==> src/rtl/core/ptd_pkg.sv <==
`timescale 1ns / 1ps

package ptd_pkg;

  // default table depth
  localparam int SLOTS_DEF = 16;

  // field widths
  localparam int KIND_W  = 2;
  localparam int NOW_W   = 48;
  localparam int PER_W   = 32;
  localparam int TAG_W   = 16;
  localparam int SLOT_W  = 4;
  localparam int DUR_W   = 32;
  localparam int WAIT_W  = 32;
  localparam int RATIO_W = 24;
  localparam int FRAC_W  = 16;

  // packed stream widths, rounded up to whole bytes
  localparam int IN_DATA_W  = 136;
  localparam int OUT_DATA_W = 64;

  // wait constants
  localparam logic [WAIT_W-1:0] EMPTY_WAIT   = 32'd200;
  localparam logic [WAIT_W-1:0] MIN_WAIT_RST = 32'd10;
  localparam logic [WAIT_W-1:0] MAX_WAIT_RST = 32'd1000;

  // ratio saturation and divider sizing
  localparam logic [RATIO_W-1:0] RATIO_MAX = {RATIO_W{1'b1}};
  localparam int INT_W     = RATIO_W - FRAC_W;
  localparam int DIV_CNT_W = $clog2(RATIO_W + 1);

  // configuration register indexes
  localparam logic CFG_MIN_WAIT = 1'b0;
  localparam logic CFG_MAX_WAIT = 1'b1;

  typedef enum logic [KIND_W-1:0] {
    IN_TICK = 2'd0,
    IN_ADD  = 2'd1,
    IN_DONE = 2'd2,
    IN_LOAD = 2'd3
  } in_kind_t;

  typedef enum logic [KIND_W-1:0] {
    RES_FIRE = 2'd0,
    RES_WAIT = 2'd1,
    RES_ADD  = 2'd2,
    RES_LOAD = 2'd3
  } res_kind_t;

  // one slot entry as stored in the table memory
  typedef struct packed {
    logic [PER_W-1:0] period;
    logic [NOW_W-1:0] deadline;
    logic             idle;
    logic [DUR_W-1:0] duration;
    logic [TAG_W-1:0] tag;
  } ptd_entry_t;

  // request to the ratio divider
  typedef struct packed {
    logic             start;
    logic [DUR_W-1:0] dur;
    logic [PER_W-1:0] period;
  } ptd_div_req_t;

  // ratio divider answer
  typedef struct packed {
    logic               done;
    logic [RATIO_W-1:0] ratio;
  } ptd_div_rsp_t;

  typedef enum logic [3:0] {
    S_IDLE,
    S_TICK_EVAL,
    S_TICK_FIN,
    S_ADD,
    S_DONE_RD,
    S_DONE_WR,
    S_LOAD_EVAL,
    S_LOAD_DIV,
    S_LOAD_OUT
  } ptd_state_t;

endpackage

==> src/rtl/core/ptd_mem.sv <==
`timescale 1ns / 1ps

// Slot table: one write port, one read port, registered read data.
module ptd_mem #(
  parameter int DEPTH = ptd_pkg::SLOTS_DEF,
  parameter int AW    = 4
) (
  input  logic               clk,
  input  logic               we,
  input  logic [AW-1:0]      waddr,
  input  ptd_pkg::ptd_entry_t wdata,
  input  logic [AW-1:0]      raddr,
  output ptd_pkg::ptd_entry_t rdata
);

  ptd_pkg::ptd_entry_t mem [DEPTH];

  // write port
  always_ff @(posedge clk) begin
    if (we) begin
      mem[waddr] <= wdata;
    end
  end

  // read port, registered
  always_ff @(posedge clk) begin
    rdata <= mem[raddr];
  end

endmodule

==> src/rtl/core/ptd_div.sv <==
`timescale 1ns / 1ps

// Q8.16 ratio divider: (dur << 16) / period, one quotient bit per cycle,
// saturating. Saturation is caught up front so only 24 bits are iterated.
module ptd_div (
  input  logic                  clk,
  input  logic                  rst_n,
  input  ptd_pkg::ptd_div_req_t req,
  output ptd_pkg::ptd_div_rsp_t rsp
);

  localparam int PW = ptd_pkg::PER_W;
  localparam int DW = ptd_pkg::DUR_W;
  localparam int RW = ptd_pkg::RATIO_W;
  localparam int SH = ptd_pkg::INT_W;
  localparam int CW = ptd_pkg::DIV_CNT_W;

  logic          busy_r, busy_nxt;
  logic          done_r, done_nxt;
  logic [CW-1:0] cnt_r, cnt_nxt;
  logic [PW:0]   rem_r, rem_nxt;
  logic [RW-1:0] low_r, low_nxt;
  logic [RW-1:0] q_r, q_nxt;
  logic [PW-1:0] per_r, per_nxt;
  logic [PW:0]   trial;
  logic          sat;

  assign sat   = {{SH{1'b0}}, req.dur} >= {req.period, {SH{1'b0}}};
  assign trial = {rem_r[PW-1:0], low_r[RW-1]};

  always_comb begin
    busy_nxt = busy_r;
    done_nxt = 1'b0;
    cnt_nxt  = cnt_r;
    rem_nxt  = rem_r;
    low_nxt  = low_r;
    q_nxt    = q_r;
    per_nxt  = per_r;
    if (req.start) begin
      per_nxt = req.period;
      if (req.period == '0) begin
        q_nxt    = '0;
        done_nxt = 1'b1;
      end else if (sat) begin
        q_nxt    = ptd_pkg::RATIO_MAX;
        done_nxt = 1'b1;
      end else begin
        // high part of the dividend is already below the period
        rem_nxt  = (PW + 1)'(req.dur[DW-1:SH]);
        low_nxt  = {req.dur[SH-1:0], {ptd_pkg::FRAC_W{1'b0}}};
        q_nxt    = '0;
        cnt_nxt  = CW'(RW);
        busy_nxt = 1'b1;
      end
    end else if (busy_r) begin
      // restoring step
      if (trial >= {1'b0, per_r}) begin
        rem_nxt = trial - {1'b0, per_r};
        q_nxt   = {q_r[RW-2:0], 1'b1};
      end else begin
        rem_nxt = trial;
        q_nxt   = {q_r[RW-2:0], 1'b0};
      end
      low_nxt = {low_r[RW-2:0], 1'b0};
      cnt_nxt = cnt_r - CW'(1);
      if (cnt_r == CW'(1)) begin
        busy_nxt = 1'b0;
        done_nxt = 1'b1;
      end
    end
  end

  always_ff @(posedge clk) begin
    if (!rst_n) begin
      busy_r <= 1'b0;
      done_r <= 1'b0;
      cnt_r  <= '0;
    end else begin
      busy_r <= busy_nxt;
      done_r <= done_nxt;
      cnt_r  <= cnt_nxt;
    end
  end

  always_ff @(posedge clk) begin
    rem_r <= rem_nxt;
    low_r <= low_nxt;
    q_r   <= q_nxt;
    per_r <= per_nxt;
  end

  assign rsp.done  = done_r;
  assign rsp.ratio = q_r;

endmodule

==> src/rtl/core/periodic_task_dispatch_table_core.sv <==
`timescale 1ns / 1ps

// Channel  Ports                     Role
// -------  ------------------------  --------------------------------------
// in       in_tvalid/tready/tdata/   command items (tuser = kind)
//          tuser
// out      out_tvalid/tready/tdata/  result items (tuser = result_kind,
//          tuser/tlast               tlast = last)
// cfg      cfg_we/cfg_idx/cfg_data   min_wait (0), max_wait (1)
//
// One item at a time. Tick: one slot table read per cycle while the scan is not
// stalled. Add: appends a slot at the fill count. Done: read-modify-write. Load
// query: tag scan, then the one-bit-per-cycle ratio divider.
// Reset empties the table through the fill count; no clearing pass.
// A fire item held in the output register stalls the slot scan in place.
module periodic_task_dispatch_table_core #(
  parameter int SLOTS = ptd_pkg::SLOTS_DEF
) (
  input  logic                             clk,
  input  logic                             rst_n,
  // in_tdata: now_ms, period_ms, tag, slot, duration_ms
  input  logic                             in_tvalid,
  output logic                             in_tready,
  input  logic [ptd_pkg::IN_DATA_W-1:0]    in_tdata,
  // in_tuser: kind
  input  logic [ptd_pkg::KIND_W-1:0]       in_tuser,
  // out_tdata: fire_slot, wait_ms, load_ratio, accepted
  output logic                             out_tvalid,
  input  logic                             out_tready,
  output logic [ptd_pkg::OUT_DATA_W-1:0]   out_tdata,
  // out_tuser: result_kind
  output logic [ptd_pkg::KIND_W-1:0]       out_tuser,
  output logic                             out_tlast,
  input  logic                             cfg_we,
  input  logic                             cfg_idx,
  input  logic [ptd_pkg::WAIT_W-1:0]       cfg_data
);

  localparam int IW = (SLOTS > 1) ? $clog2(SLOTS) : 1;
  localparam int CW = $clog2(SLOTS + 1);
  localparam int NW = ptd_pkg::NOW_W;
  localparam int PW = ptd_pkg::PER_W;
  localparam int TW = ptd_pkg::TAG_W;
  localparam int SW = ptd_pkg::SLOT_W;
  localparam int DW = ptd_pkg::DUR_W;
  localparam int WW = ptd_pkg::WAIT_W;
  localparam int RW = ptd_pkg::RATIO_W;
  localparam int KW = ptd_pkg::KIND_W;

  // input field unpacking
  logic [NW-1:0] in_now;
  logic [PW-1:0] in_period;
  logic [TW-1:0] in_tag;
  logic [SW-1:0] in_slot;
  logic [DW-1:0] in_dur;

  assign in_now    = in_tdata[NW-1:0];
  assign in_period = in_tdata[NW+PW-1:NW];
  assign in_tag    = in_tdata[NW+PW+TW-1:NW+PW];
  assign in_slot   = in_tdata[NW+PW+TW+SW-1:NW+PW+TW];
  assign in_dur    = in_tdata[NW+PW+TW+SW+DW-1:NW+PW+TW+SW];

  ptd_pkg::ptd_state_t state_r, state_nxt;
  logic [CW-1:0] count_r, count_nxt;
  logic [CW-1:0] idx_r, idx_nxt, idx_inc;
  logic [NW-1:0] earliest_r, earliest_nxt;
  logic [RW-1:0] ratio_r, ratio_nxt;
  logic [WW-1:0] min_wait_r, max_wait_r;

  // latched item
  logic [NW-1:0] now_r;
  logic [PW-1:0] period_r;
  logic [TW-1:0] tag_r;
  logic [SW-1:0] slot_r;
  logic [DW-1:0] dur_r;

  // output register
  logic                  out_valid_r;
  ptd_pkg::res_kind_t    out_kind_r;
  logic [SW-1:0]         out_fire_r;
  logic [WW-1:0]         out_wait_r;
  logic [RW-1:0]         out_ratio_r;
  logic                  out_acc_r;
  logic                  out_last_r;
  logic                  out_free;

  // emission request
  logic                  emit;
  ptd_pkg::res_kind_t    e_kind;
  logic [SW-1:0]         e_fire;
  logic [WW-1:0]         e_wait;
  logic [RW-1:0]         e_ratio;
  logic                  e_acc;
  logic                  e_last;

  // memory ports
  logic                  mem_we;
  logic [IW-1:0]         mem_waddr;
  ptd_pkg::ptd_entry_t   mem_wdata;
  logic [IW-1:0]         mem_raddr;
  ptd_pkg::ptd_entry_t   ent;

  // divider
  ptd_pkg::ptd_div_req_t div_req;
  ptd_pkg::ptd_div_rsp_t div_rsp;

  // helpers
  logic                  accept;
  logic                  due;
  logic [NW-1:0]         new_dl;
  logic                  fire;
  logic [NW-1:0]         gap;
  logic [WW-1:0]         gap_cap;
  logic [WW-1:0]         gap_clamp;
  logic                  add_ok;
  logic [IW+SW-1:0]      idx_slot_ext;
  logic [IW+SW-1:0]      cnt_slot_ext;
  logic [IW+SW-1:0]      slot_addr_ext;
  logic                  slot_occupied;

  assign accept   = in_tvalid && in_tready;
  assign out_free = !out_valid_r || out_tready;
  assign idx_inc  = idx_r + CW'(1);

  // slot table and ratio divider
  ptd_mem #(
    .DEPTH (SLOTS),
    .AW    (IW)
  ) u_mem (
    .clk   (clk),
    .we    (mem_we),
    .waddr (mem_waddr),
    .wdata (mem_wdata),
    .raddr (mem_raddr),
    .rdata (ent)
  );

  ptd_div u_div (
    .clk   (clk),
    .rst_n (rst_n),
    .req   (div_req),
    .rsp   (div_rsp)
  );

  // per-slot tick arithmetic
  assign due    = (ent.deadline < now_r) || (ent.deadline == '0);
  assign new_dl = due ? (now_r + {{(NW-PW){1'b0}}, ent.period}) : ent.deadline;
  assign fire   = due && ent.idle;

  // wait computation from the earliest deadline
  assign gap       = earliest_r - now_r;
  assign gap_cap   = (gap > {{(NW-WW){1'b0}}, max_wait_r}) ? max_wait_r : gap[WW-1:0];
  assign gap_clamp = (gap_cap < min_wait_r) ? min_wait_r : gap_cap;

  // index conversions between table address and 4-bit slot fields
  assign idx_slot_ext  = {{SW{1'b0}}, idx_r[IW-1:0]};
  assign cnt_slot_ext  = {{SW{1'b0}}, count_r[IW-1:0]};
  assign slot_addr_ext = {{IW{1'b0}}, slot_r};
  assign slot_occupied = {{CW{1'b0}}, slot_r} < {{SW{1'b0}}, count_r};
  assign add_ok        = (period_r != '0) && (count_r < CW'(SLOTS));

  // next state and datapath control
  always_comb begin
    state_nxt    = state_r;
    count_nxt    = count_r;
    idx_nxt      = idx_r;
    earliest_nxt = earliest_r;
    ratio_nxt    = ratio_r;
    in_tready    = 1'b0;
    mem_we       = 1'b0;
    mem_waddr    = idx_r[IW-1:0];
    mem_wdata    = ent;
    mem_raddr    = '0;
    div_req      = '0;
    emit         = 1'b0;
    e_kind       = ptd_pkg::RES_FIRE;
    e_fire       = '0;
    e_wait       = '0;
    e_ratio      = '0;
    e_acc        = 1'b0;
    e_last       = 1'b0;

    case (state_r)
      ptd_pkg::S_IDLE: begin
        in_tready = 1'b1;
        idx_nxt   = '0;
        if (accept) begin
          case (ptd_pkg::in_kind_t'(in_tuser))
            ptd_pkg::IN_TICK: begin
              state_nxt = (count_r == '0) ? ptd_pkg::S_TICK_FIN : ptd_pkg::S_TICK_EVAL;
            end
            ptd_pkg::IN_ADD: begin
              state_nxt = ptd_pkg::S_ADD;
            end
            ptd_pkg::IN_DONE: begin
              state_nxt = ptd_pkg::S_DONE_RD;
            end
            ptd_pkg::IN_LOAD: begin
              ratio_nxt = '0;
              state_nxt = (count_r == '0) ? ptd_pkg::S_LOAD_OUT : ptd_pkg::S_LOAD_EVAL;
            end
            default: begin
              state_nxt = ptd_pkg::S_IDLE;
            end
          endcase
        end
      end

      // one slot per cycle; hold while a fire item cannot be placed
      ptd_pkg::S_TICK_EVAL: begin
        mem_raddr = idx_r[IW-1:0];
        if (!fire || out_free) begin
          mem_we             = 1'b1;
          mem_wdata.deadline = new_dl;
          mem_wdata.idle     = ent.idle && !due;
          if (idx_r == '0 || new_dl < earliest_r) begin
            earliest_nxt = new_dl;
          end
          if (fire) begin
            emit   = 1'b1;
            e_kind = ptd_pkg::RES_FIRE;
            e_fire = idx_slot_ext[SW-1:0];
          end
          idx_nxt   = idx_inc;
          mem_raddr = idx_inc[IW-1:0];
          if (idx_inc == count_r) begin
            state_nxt = ptd_pkg::S_TICK_FIN;
          end
        end
      end

      ptd_pkg::S_TICK_FIN: begin
        if (out_free) begin
          emit   = 1'b1;
          e_kind = ptd_pkg::RES_WAIT;
          e_last = 1'b1;
          if (count_r == '0) begin
            e_wait = ptd_pkg::EMPTY_WAIT;
          end else if (now_r > earliest_r) begin
            e_wait = '0;
          end else begin
            e_wait = gap_clamp;
          end
          state_nxt = ptd_pkg::S_IDLE;
        end
      end

      ptd_pkg::S_ADD: begin
        if (out_free) begin
          emit   = 1'b1;
          e_kind = ptd_pkg::RES_ADD;
          e_last = 1'b1;
          if (add_ok) begin
            mem_we             = 1'b1;
            mem_waddr          = count_r[IW-1:0];
            mem_wdata.period   = period_r;
            mem_wdata.deadline = '0;
            mem_wdata.idle     = 1'b1;
            mem_wdata.duration = '0;
            mem_wdata.tag      = tag_r;
            count_nxt          = count_r + CW'(1);
            e_fire             = cnt_slot_ext[SW-1:0];
            e_acc              = 1'b1;
          end
          state_nxt = ptd_pkg::S_IDLE;
        end
      end

      // done: read the slot, then, if occupied, write it back idle with the duration
      ptd_pkg::S_DONE_RD: begin
        mem_raddr = slot_addr_ext[IW-1:0];
        state_nxt = slot_occupied ? ptd_pkg::S_DONE_WR : ptd_pkg::S_IDLE;
      end

      ptd_pkg::S_DONE_WR: begin
        mem_we             = 1'b1;
        mem_waddr          = slot_addr_ext[IW-1:0];
        mem_wdata.idle     = 1'b1;
        mem_wdata.duration = dur_r;
        state_nxt          = ptd_pkg::S_IDLE;
      end

      // first tag match in index order
      ptd_pkg::S_LOAD_EVAL: begin
        mem_raddr = idx_r[IW-1:0];
        if (ent.tag == tag_r) begin
          div_req.start  = 1'b1;
          div_req.dur    = ent.duration;
          div_req.period = ent.period;
          state_nxt      = ptd_pkg::S_LOAD_DIV;
        end else begin
          idx_nxt   = idx_inc;
          mem_raddr = idx_inc[IW-1:0];
          if (idx_inc == count_r) begin
            state_nxt = ptd_pkg::S_LOAD_OUT;
          end
        end
      end

      ptd_pkg::S_LOAD_DIV: begin
        if (div_rsp.done) begin
          ratio_nxt = div_rsp.ratio;
          state_nxt = ptd_pkg::S_LOAD_OUT;
        end
      end

      ptd_pkg::S_LOAD_OUT: begin
        if (out_free) begin
          emit      = 1'b1;
          e_kind    = ptd_pkg::RES_LOAD;
          e_ratio   = ratio_r;
          e_last    = 1'b1;
          state_nxt = ptd_pkg::S_IDLE;
        end
      end

      default: begin
        state_nxt = ptd_pkg::S_IDLE;
      end
    endcase
  end

  // control registers
  always_ff @(posedge clk) begin
    if (!rst_n) begin
      state_r     <= ptd_pkg::S_IDLE;
      count_r     <= '0;
      idx_r       <= '0;
      out_valid_r <= 1'b0;
      min_wait_r  <= ptd_pkg::MIN_WAIT_RST;
      max_wait_r  <= ptd_pkg::MAX_WAIT_RST;
    end else begin
      state_r <= state_nxt;
      count_r <= count_nxt;
      idx_r   <= idx_nxt;
      if (emit) begin
        out_valid_r <= 1'b1;
      end else if (out_tready) begin
        out_valid_r <= 1'b0;
      end
      if (cfg_we) begin
        case (cfg_idx)
          ptd_pkg::CFG_MIN_WAIT: min_wait_r <= cfg_data;
          ptd_pkg::CFG_MAX_WAIT: max_wait_r <= cfg_data;
          default: ;
        endcase
      end
    end
  end

  // payload registers
  always_ff @(posedge clk) begin
    earliest_r <= earliest_nxt;
    ratio_r    <= ratio_nxt;
    if (accept) begin
      now_r    <= in_now;
      period_r <= in_period;
      tag_r    <= in_tag;
      slot_r   <= in_slot;
      dur_r    <= in_dur;
    end
    if (emit) begin
      out_kind_r  <= e_kind;
      out_fire_r  <= e_fire;
      out_wait_r  <= e_wait;
      out_ratio_r <= e_ratio;
      out_acc_r   <= e_acc;
      out_last_r  <= e_last;
    end
  end

  // output packing
  assign out_tvalid = out_valid_r;
  assign out_tuser  = KW'(out_kind_r);
  assign out_tlast  = out_last_r;
  assign out_tdata  = {{(ptd_pkg::OUT_DATA_W - SW - WW - RW - 1){1'b0}},
                       out_acc_r, out_ratio_r, out_wait_r, out_fire_r};

endmodule
==> config.mk <==
export PLATFORM = sky130hd
export DESIGN_NAME = periodic_task_dispatch_table_core
export DESIGN_NICKNAME = d
export VERILOG_FILES = /design/src/rtl/core/ptd_pkg.sv /design/src/rtl/core/ptd_mem.sv /design/src/rtl/core/ptd_div.sv /design/src/rtl/core/periodic_task_dispatch_table_core.sv
export SDC_FILE = /design/constraint.sdc
export NUM_CORES = 2
export LEC_CHECK = 0
export ABC_AREA = 1
export BUFFER_PORTS_ARGS = -buffer_cell sky130_fd_sc_hd__buf_2
export CORE_UTILIZATION = 40
export DETAILED_ROUTE_END_ITERATION = 12
export GPL_TIMING_DRIVEN = 0
export PLACE_DENSITY = 0.64
export SLEW_MARGIN = 20
export SYNTH_ARGS = -nofsm -noshare
export SYNTH_HDL_FRONTEND = slang
export SYNTH_SLANG_ARGS = --single-unit
==> constraint.sdc <==
create_clock -name clk -period 13.9 [get_ports clk]
set_input_delay 2.085 -clock clk [delete_from_list [all_inputs] [get_ports clk]]
set_output_delay 2.085 -clock clk [all_outputs]
set_load 0.03 [all_outputs]
==> results.yml <==
status:
  status: "finished, final reports clean"
sta:
  fin_ws_ps: 5850
  hold_violations: 0
  slew_violations: 0
  setup_viol: 0
  layout_min_cycle_time_ps: 8050
  max_freq_ghz: 0.124
  fin_crit_sh: 0.579
  tns_ps: 0
  finClkSkew_ps: 94.5
  rsz0062_at_grt: "false"
  tightest_slew_ps: 1210
  relSlewSlack: 0.196
  hold_slack_ps: 481
floorplan:
  rows: 197
  pin_count: 245
  start_util: 0.403
  die-area_sq_um: 293000
  chipHeight_microns: 541
  coreArea_sq_um: 289000
  die_w_microns: 541
power_and_ir_drop:
  p_total_mw: 29.8
  p_clk_frac: 0.259
  power_density_nw_per_um2: 220
  p_leak_nw: 49.6
  p_int_mw: 18.3
  switching_power_mw: 11.5
  seq_power_share: 0.385
  peakVddDrop_v: 0.000145
  p_comb_frac: 0.356
  p_sw_frac: 0.387
drt:
  via_per_inst: 5.55
  routed_wl_microns: 380000
  via_count: 83500
  met3_length_microns: 39300
  top_layer: "met5"
  wl_per_cell_microns: 25.3
  met1_length_microns: 154000
  drc: 0
  wl_met2_microns: 170000
  drtAntennaViolNets: 0
  first_iter_violations: 9953
  drt-pass1-iter-count: 6
critical_path:
  max_stage_delay_ps: 530
  reg2reg_depth: 33
  cp_slowest_cell: "nor4b_1"
  rrSetupSlack_ps: 5850
  reg2reg_from: "now_r[30]"
  endpoint_kind: "flop"
  crit_path_start_kind: "flop"
  crit_required_ps: 14560
  cpMostUsedCell: "nand2_1"
  path_max_fanout: 10
  arrival_ps: 8710
  r2r_end: "out_wait_r[16]"
  critPathKind: "flop to flop"
  crit_path_start: "now_r[30]"
yosys:
  synth_edf_count: 2428
  synth_most_common_cell: "edfxtp_1"
  synth_common_cells: "edfxtp_1 (2428), nor2_1 (1248), nand2_1 (1097)"
  synthesis.area_sq_um: 116000
  synth_top_flop_cell: "edfxtp_1"
  ys_warn_count: 0
  yosysSeqAreaShare: 0.664
  synthCells: 10200
  post-synth-top-area-fraction: 0.627
  syn_area_per_cell_sq_um: 11.4
  yosys.area.top_type: "edfxtp_1"
  synth_area_leaders: "edfxtp_1 (63%), nor2_1 (4.0%), o211ai_1 (3.9%)"
  synth_cell_types: 60
  yosys_register_bits: 2643
  synthArstFlopShare: 0
min_path:
  hold_class: "flop to flop"
  hold_path_depth: 2
  holdPathEnd: "idx_r[3]"
  holdCritStartpoint: "idx_r[3]"
placed_design:
  place_ws_ps: 5850
  port_buffers: 236
  dp_hpwl_microns: 279000
  place.gp.congestion: 0.932
global_route:
  antenna_found_initial: 40
  grt_pass1_vias: 80200
  gr-total-overflow: 0
  grt_use_total: 0.253
  grt_max_degree: 66
  grt_pass1_wl_microns: 543000
layout:
  layout-drive-gt1-share: 0.157
  nets: 11400
  synthToLayoutAreaGrowth_pct: 16.7
  nFillCells: 25500
clock_network:
  clock_latency_ps: 890
  clock_sinks: 2643
  cts_root_buffer: "clkbuf_16"
  cts_resized: 0
  htreeDepth: 5
  clk_path_buf_depth: 4
  postCtsHoldBufs: 0
  clk_pin_slew_ps: 60
  cts_tree: "built"
  cts_setup_buffers: 0
  numCtsBuffers: 292
job:
  drv_cap: 0
## worst max path at each step
| stage | cells past startpoint | endpoint | slack, ps |
|---|---|---|---|
| final | 33 | out_wait_r[16] | 5850 |
| after global routing | 33 | out_wait_r[15] | 5310 |
| after CTS | 34 | out_wait_r[16] | 5810 |
| after detailed placement | 34 | out_wait_r[16] | 5850 |
| after global placement | 10 | u_mem.mem[14][98] | -4350 |
| after floorplan | 10 | u_mem.mem[12][0] | 4440 |
## stage by stage
step | utilization | area [sq um] | instances
after floorplan | - | 116000 | 10200
after global placement | 0.424 | 122000 | 14300
after detailed placement | 0.437 | 126000 | 14500
after CTS | 0.469 | 135000 | 15000
after global routing | 0.470 | 136000 | 15000
final | 0.470 | 136000 | 15100
## cells by family (layout without fill, tap and decap cells)
group,after synthesis,in the layout,synth area share
xor+xnor,100,100,0.00754
simple gates,3940,3940,0.152
buf+inv,1291,2258,0.0443
other cells,1,43,0.0000323
compound gates,1893,1893,0.0987
flops,2643,2643,0.664
fa+ha+maj,305,305,0.0330
## power by group through the flow
stage          Sequential (mW)  Clock (mW)  Combinational, mW
2_1_floorplan             11.4           0               5.95
3_3_place_gp              11.8           0               9.68
3_5_place_dp              11.6           0               10.4
4_1_cts                   11.4        7.79               10.4
5_1_grt                   11.5        8.07               11.5
6_report                  11.5        7.72               10.6
## sequential cells by signal (all words and copies together), names as in the netlist, 24 cells and up
signal	cells
out_ratio_r	24
out_wait_r	32
dur_r	32
earliest_r	48
now_r	48
u_mem.mem	2064
u_div.rem_r	32
u_div.per_r	32
u_mem.rdata	129
ratio_r	24
max_wait_r	32
min_wait_r	32
u_div.q_r	24
period_r	32
## cells in the final DEF, fill, tap and decap left out, types with 50 or more instances in the layout
| cell type | Yosys | layout |
|---|---|---|
| inv_1 | 711 | 711 |
| o21bai_1 | 60 | 60 |
| buf_12 | 0 | 82 |
| edfxtp_1 | 2428 | 2428 |
| a21oi_1 | 294 | 291 |
| o21ai_1 | 54 | 127 |
| ha_1 | 302 | 302 |
| dfxtp_1 | 215 | 215 |
| buf_4 | 23 | 97 |
| clkbuf_16 | 0 | 304 |
| o211ai_1 | 609 | 609 |
| or2_2 | 532 | 531 |
| o21ai_0 | 759 | 668 |
| nor2_1 | 1248 | 1231 |
| nand3_1 | 888 | 888 |
| buf_2 | 165 | 401 |
| nand4_1 | 50 | 50 |
| nand2_1 | 1097 | 1096 |
| xor2_1 | 58 | 58 |
| clkbuf_1 | 302 | 343 |
## critical path, delay by kind of cell (launching register included)
family	cells	cell delay, ps
xor+xnor	1	140
fa+ha+maj	3	1070
flops	1	520
compound gates	5	1190
buf+inv	5	1250
simple gates	19	3710
## metal layers
layer / vias to the layer above / GRT usage
met5: - / 0
li1: 37800 / -
met1: 40700 / 0.341
met3: 723 / 0.0567
met4: 32 / 0.0971
met2: 4291 / 0.396
## final cells by class
type / instances / area (sq um) / area share
clock buffer: 393 / 8180 / 0.0603
clock inverter: 131 / 1280 / 0.00947
sequential: 2643 / 77200 / 0.569
inverter: 762 / 2860 / 0.0211
tap: 3880 / 4850 / 0.0358
buffer: 529 / 2330 / 0.0171
multi-input combinational: 6241 / 34100 / 0.252
timing repair buffer: 443 / 4660 / 0.0344
antenna: 40 / 100 / 0.000738
Note: power is estimated with default switching activity, not from simulation.
